### config.mk
export PLATFORM = sky130hd
export DESIGN_NAME = mclc_ram
export DESIGN_NICKNAME = d
export VERILOG_FILES = /design/src/rtl/core/mclc_ram.sv
export SDC_FILE = /design/constraint.sdc
export NUM_CORES = 1
export LEC_CHECK = 0
export ABC_AREA = 0
export BUFFER_PORTS_ARGS = -buffer_cell sky130_fd_sc_hd__buf_2
export CORE_MARGIN = 3
export CORE_UTILIZATION = 50
export CTS_CLUSTER_SIZE = 16
export DETAILED_ROUTE_END_ITERATION = 12
export GPL_TIMING_DRIVEN = 0
export PLACE_DENSITY = 0.68
export RECOVER_POWER = 25
export SLEW_MARGIN = 15
export SYNTH_ARGS = -nofsm -noshare
export SYNTH_HDL_FRONTEND = slang
export SYNTH_SLANG_ARGS = --single-unit
### constraint.sdc
create_clock -name i_clk -period 1.9 [get_ports i_clk]
set_input_delay 0.095 -clock i_clk [delete_from_list [all_inputs] [get_ports i_clk]]
set_output_delay 0.095 -clock i_clk [all_outputs]
set_load 0.01 [all_outputs]
### src/rtl/core/mclc_ram.sv
// ----------------------------------------------------------------------------
// mclc_ram
// Generic simple dual-port RAM, one write and one registered read port.
// ----------------------------------------------------------------------------
module mclc_ram #(
    parameter int WIDTH = 8,
    parameter int DEPTH = 64,
    localparam int AW = (DEPTH > 1) ? $clog2(DEPTH) : 1
) (
    input  logic             i_clk,
    input  logic             i_we,
    input  logic [AW-1:0]    i_waddr,
    input  logic [WIDTH-1:0] i_wdata,
    input  logic [AW-1:0]    i_raddr,
    output logic [WIDTH-1:0] o_rdata
);

    logic [WIDTH-1:0] r_mem [DEPTH];
    logic [WIDTH-1:0] r_rdata;

    always_ff @(posedge i_clk) begin
        if (i_we) begin
            r_mem[i_waddr] <= i_wdata;
        end
        r_rdata <= r_mem[i_raddr];
    end

    assign o_rdata = r_rdata;

endmodule

# Yosys cells after proc, flatten, opt, wreduce, memory -nomap -nowiden
# Memories as Yosys holds them, arrays and structs flattened. A register that Yosys moved wholly into a read port is not among the register bits.
# Cells that the tools add are included.
[classes]
mux = 2
[op_table]
columns = ["operator", "n"]
rows = [
  ["$mux 1", 2],
]
[word_totals]
reg_bits = 0
mem_bits_rw = 512
in_bits = 22
output_inout_bits = 8
word_cells = 3
memories = 1
[mem_list]
columns = ["memory", "words", "width", "rd", "rd_clocked_by_memory_dff", "write_ports", "line", "rtl"]
rows = [
  ["r_mem", 64, 8, 1, 1, 1, "18", "logic [WIDTH-1:0] r_mem [DEPTH];"],
]

# Logic depth before layout (Yosys ltp)
[depth]
ltp_word = 2
mapped_depth = 9
ltp_nobuf = 5

# Worst setup path before layout
# OpenSTA, ideal clock, no wires.
[synth_timing]
path_kind = "input to register"
start = "in i_raddr[1]"
end = "reg r_rdata[3], in the netlist o_rdata[3], read port of r_mem"
setup_ns = 0.128
arrival_time_ns = 1.635
required_ns = 1.772
slack_ns = 0.137
cell_stages = 7
path_buffers = 3
cell_sequence = "buf_4 -> buf_2 -> buf_2 -> mux4_2 -> mux4_2 -> o21ai_1 -> o41ai_1"
[synth_rtl]
columns = ["item", "line", "rtl"]
rows = [
  ["from (decl)", "14", "input logic [AW-1:0] i_raddr,"],
  ["to (decl)", "19", "logic [WIDTH-1:0] r_rdata;"],
]

==> metrics <==
status=finished with violations; failing checks=negative setup slack; post-CTS setup buffers=0; Max Clk Rate=around 500 MHz; internal power=around 19 mW; Routed Wire Length=between 40 and 50 mm; core area=a little under 40000 um2; I/O pin count=30; post-DP HPWL=roughly 29 mm; Avg Cell Area, Syn=21.45 um2; Final Hold Vio Count=0; fin worst setup slack=-98.16 ps; gpl congestion=around 0.94; initial drt markers=~1.4k; combinational fraction of design power=about 5.5%; switching share of total power=between 20% and 30%; critical path peak fanout=1; drt drc=0; final net count=1038; Yosys reg bits=520; Worst path slowest cell=mux4_2; crit path launch type=flip-flop; CP required=around 2300 ps; worst slew pin tran=around 1500 ps; Max IR drop VDD=0.6530 mV; NetSw=4.960 mW; final period utilization=105.2%; Setup Skew=between 15 and 20 ps; Vias=about 9.9k; TritonCTS clock tree=yes; CTS clk-pin slew, worst paths=60 ps; area leader, netlist=edfxtp_1; Clock Sinks=520; Final min period=1998 ps; Lkg Pwr=slightly above 7 nW; std cell rows=72; setup total negative slack=-271.3 ps; Fill cells=roughly 2.9k; RSZ-0062 raised after global routing=yes; antenna viol nets, final=0; R2R Setup Slk=-100 ps; CP peak stage delay=between 400 and 500 ps; WHS Path Cells=3; vias in the first global route=between 10k and 15k; Yosys top cell area share=approximately 76%; leading cell type in the layout, fill and taps excluded=edfxtp_1; Clk network pwr share=around two fifths; post-synthesis sequential area ratio=approximately 77%; htree depth=2; most frequent cells in the layout=512 x edfxtp_1, 126 x mux4_2, 73 x nor2_1, 53 x clkbuf_16; total CTS buffers=slightly above 50; Yosys cell types=40; fraction of layout cells with a size suffix above 1=approximately 29%; vias per cell=between 6 and 7; quantity of I/O buffers inserted on ports=21; power density cells=1050 nW/um2; Design Power=between 20 and 25 mW; CTS Buffer Depth=3; max-cap violation count=0; Critical Path Sink Type=flip-flop; Starting Density=51.34%; worst path arrival time=between 2000 and 2500 ps; Post-Place Worst Slack=-1017 ps; mapped cell area=just over 20000 um2; die area=around 43000 um2; syn_nets=~960; largest net degree at the start of global routing=65; WS Path Type=flip-flop to flip-flop; initial antenna violation count=0; Util after Layout=around three fifths; Hold Crit Class=input port to flip-flop; Seq pwr share=53.2%; synth-to-layout area growth=13.06%; Remaining Overflow, GRT=0; final setup fails=5; Warnings, synthesis=0; most area-consuming cells after synthesis=edfxtp_1 76%, mux4_2 14%, nor2_1 1.5%; CTS root buf=clkbuf_16; R2R depth=5; antenna diode count=0; DIE HEIGHT=206.8 um; Clk Latency, worst-skew pair=between 500 and 600 ps; die width=about 210 um; Worst slew margin=3.178%; Synth Instances=940; worst path cell trace=mux4_2 -> mux2_2 -> o221a_2 -> nor3_4 -> o32ai_1; Hold Slack=199.0 ps; Final Max Slew Viols=0; first-pass GRT wire length=approximately 68 mm; DR pass1 iterations=6; GRT Total Usage=approximately 23%; DR WL/cell=between 30 and 40 um
state kept, by name (all words and copies together), names as in the netlist:
register  count
o_rdata       8
r_mem       512
per-layer routing:
layer,vias up,track usage [%],wire length [um]
li1,4079,-,-
met1,5163,32.08,18980
met2,507,34.34,21590
met3,126,5.488,4586
met4,0,9.824,2133
met5,-,0,0
cells by family after synthesis:
logic type	Yosys count	share of synthesized area, %
DFF	520	77.03
muxes	162	15.94
and+or+nand+nor	153	3.387
AOI/OAI and AO/OA	54	2.072
buffers and inverters	51	1.570
stage by stage:
step / cells / cell area (um2)
after CTS: 1573 / 22700
after detailed placement: 1480 / 20940
after global placement: 1479 / 20920
after global routing: 1573 / 22800
final: 1573 / 22800
after floorplan: 940 / 20170
synth_stat cells:
library cell    n
nor4_1          2
o21ai_0         2
o21ai_1         2
nand4b_1        1
o21a_1          2
buf_1           4
buf_12          2
o41ai_1         2
buf_4          13
o22ai_1         8
nor2_1         83
o221a_2         2
a22oi_1         3
o2bb2ai_1       3
mux4_2        126
nor3_1          7
o311ai_1        1
a31oi_1         1
clkbuf_1       17
mux2i_1        23
a2111oi_0       2
nand3_1        13
buf_2          11
edfxtp_1      512
mux2_2         13
nand3b_1        3
nand4_1         2
o221ai_1        8
nand2b_1        7
nor2b_1        14
and2_1          1
dfxtp_1         8
o2111ai_1       3
a21oi_1         3
a221oi_1        6
or3_1           1
a211oi_1        4
nand2_1        19
buf_6           4
o32ai_1         2
power groups by stage:
stage               registers, mW  clock network [mW]  logic [mW]
finish                       12.7                9.89        1.31
CTS                          12.7                10.0        1.28
global route                 12.7                10.4        1.38
floorplan                    13.0                   0       0.677
detailed placement           13.0                   0        1.25
global placement             13.0                   0        1.23
area by class of cell:
type | count | area, um2 | area share (%)
sequential | 520 | 15530 | 68.13
tap | 518 | 648.1 | 2.843
clock inverter | 21 | 178.9 | 0.7847
timing repair buffer | 23 | 122.6 | 0.5378
buffer | 51 | 341.6 | 1.498
clock buffer | 71 | 1474 | 6.464
multi-input combinational | 369 | 4501 | 19.74
final timing paths:
path / startpoint / endpoint
worst max-delay path: r_mem[29][6] / o_rdata[6]
worst min-delay path: i_we / r_mem[48][5]
worst max register to register: r_mem[29][6] / o_rdata[6]
worst min register to register: r_mem[18][1] / o_rdata[1]
critical path: cells and delay by family, from the launching register on:
family | cells | cell delay (ps)
compound gates | 2 | 480
flops | 1 | 350
mux | 2 | 800
simple gates | 1 | 210
repair_timing:
item / CTS / global route
setup endpoints to repair: 8 / 52
hold buffers: 1 / 0
resized for setup: 27 / 27
hold endpoints to repair: 2 / 0
cloned: 0 / 0
pin swaps: 3 / 0
Power figures use the tool's default switching activity.
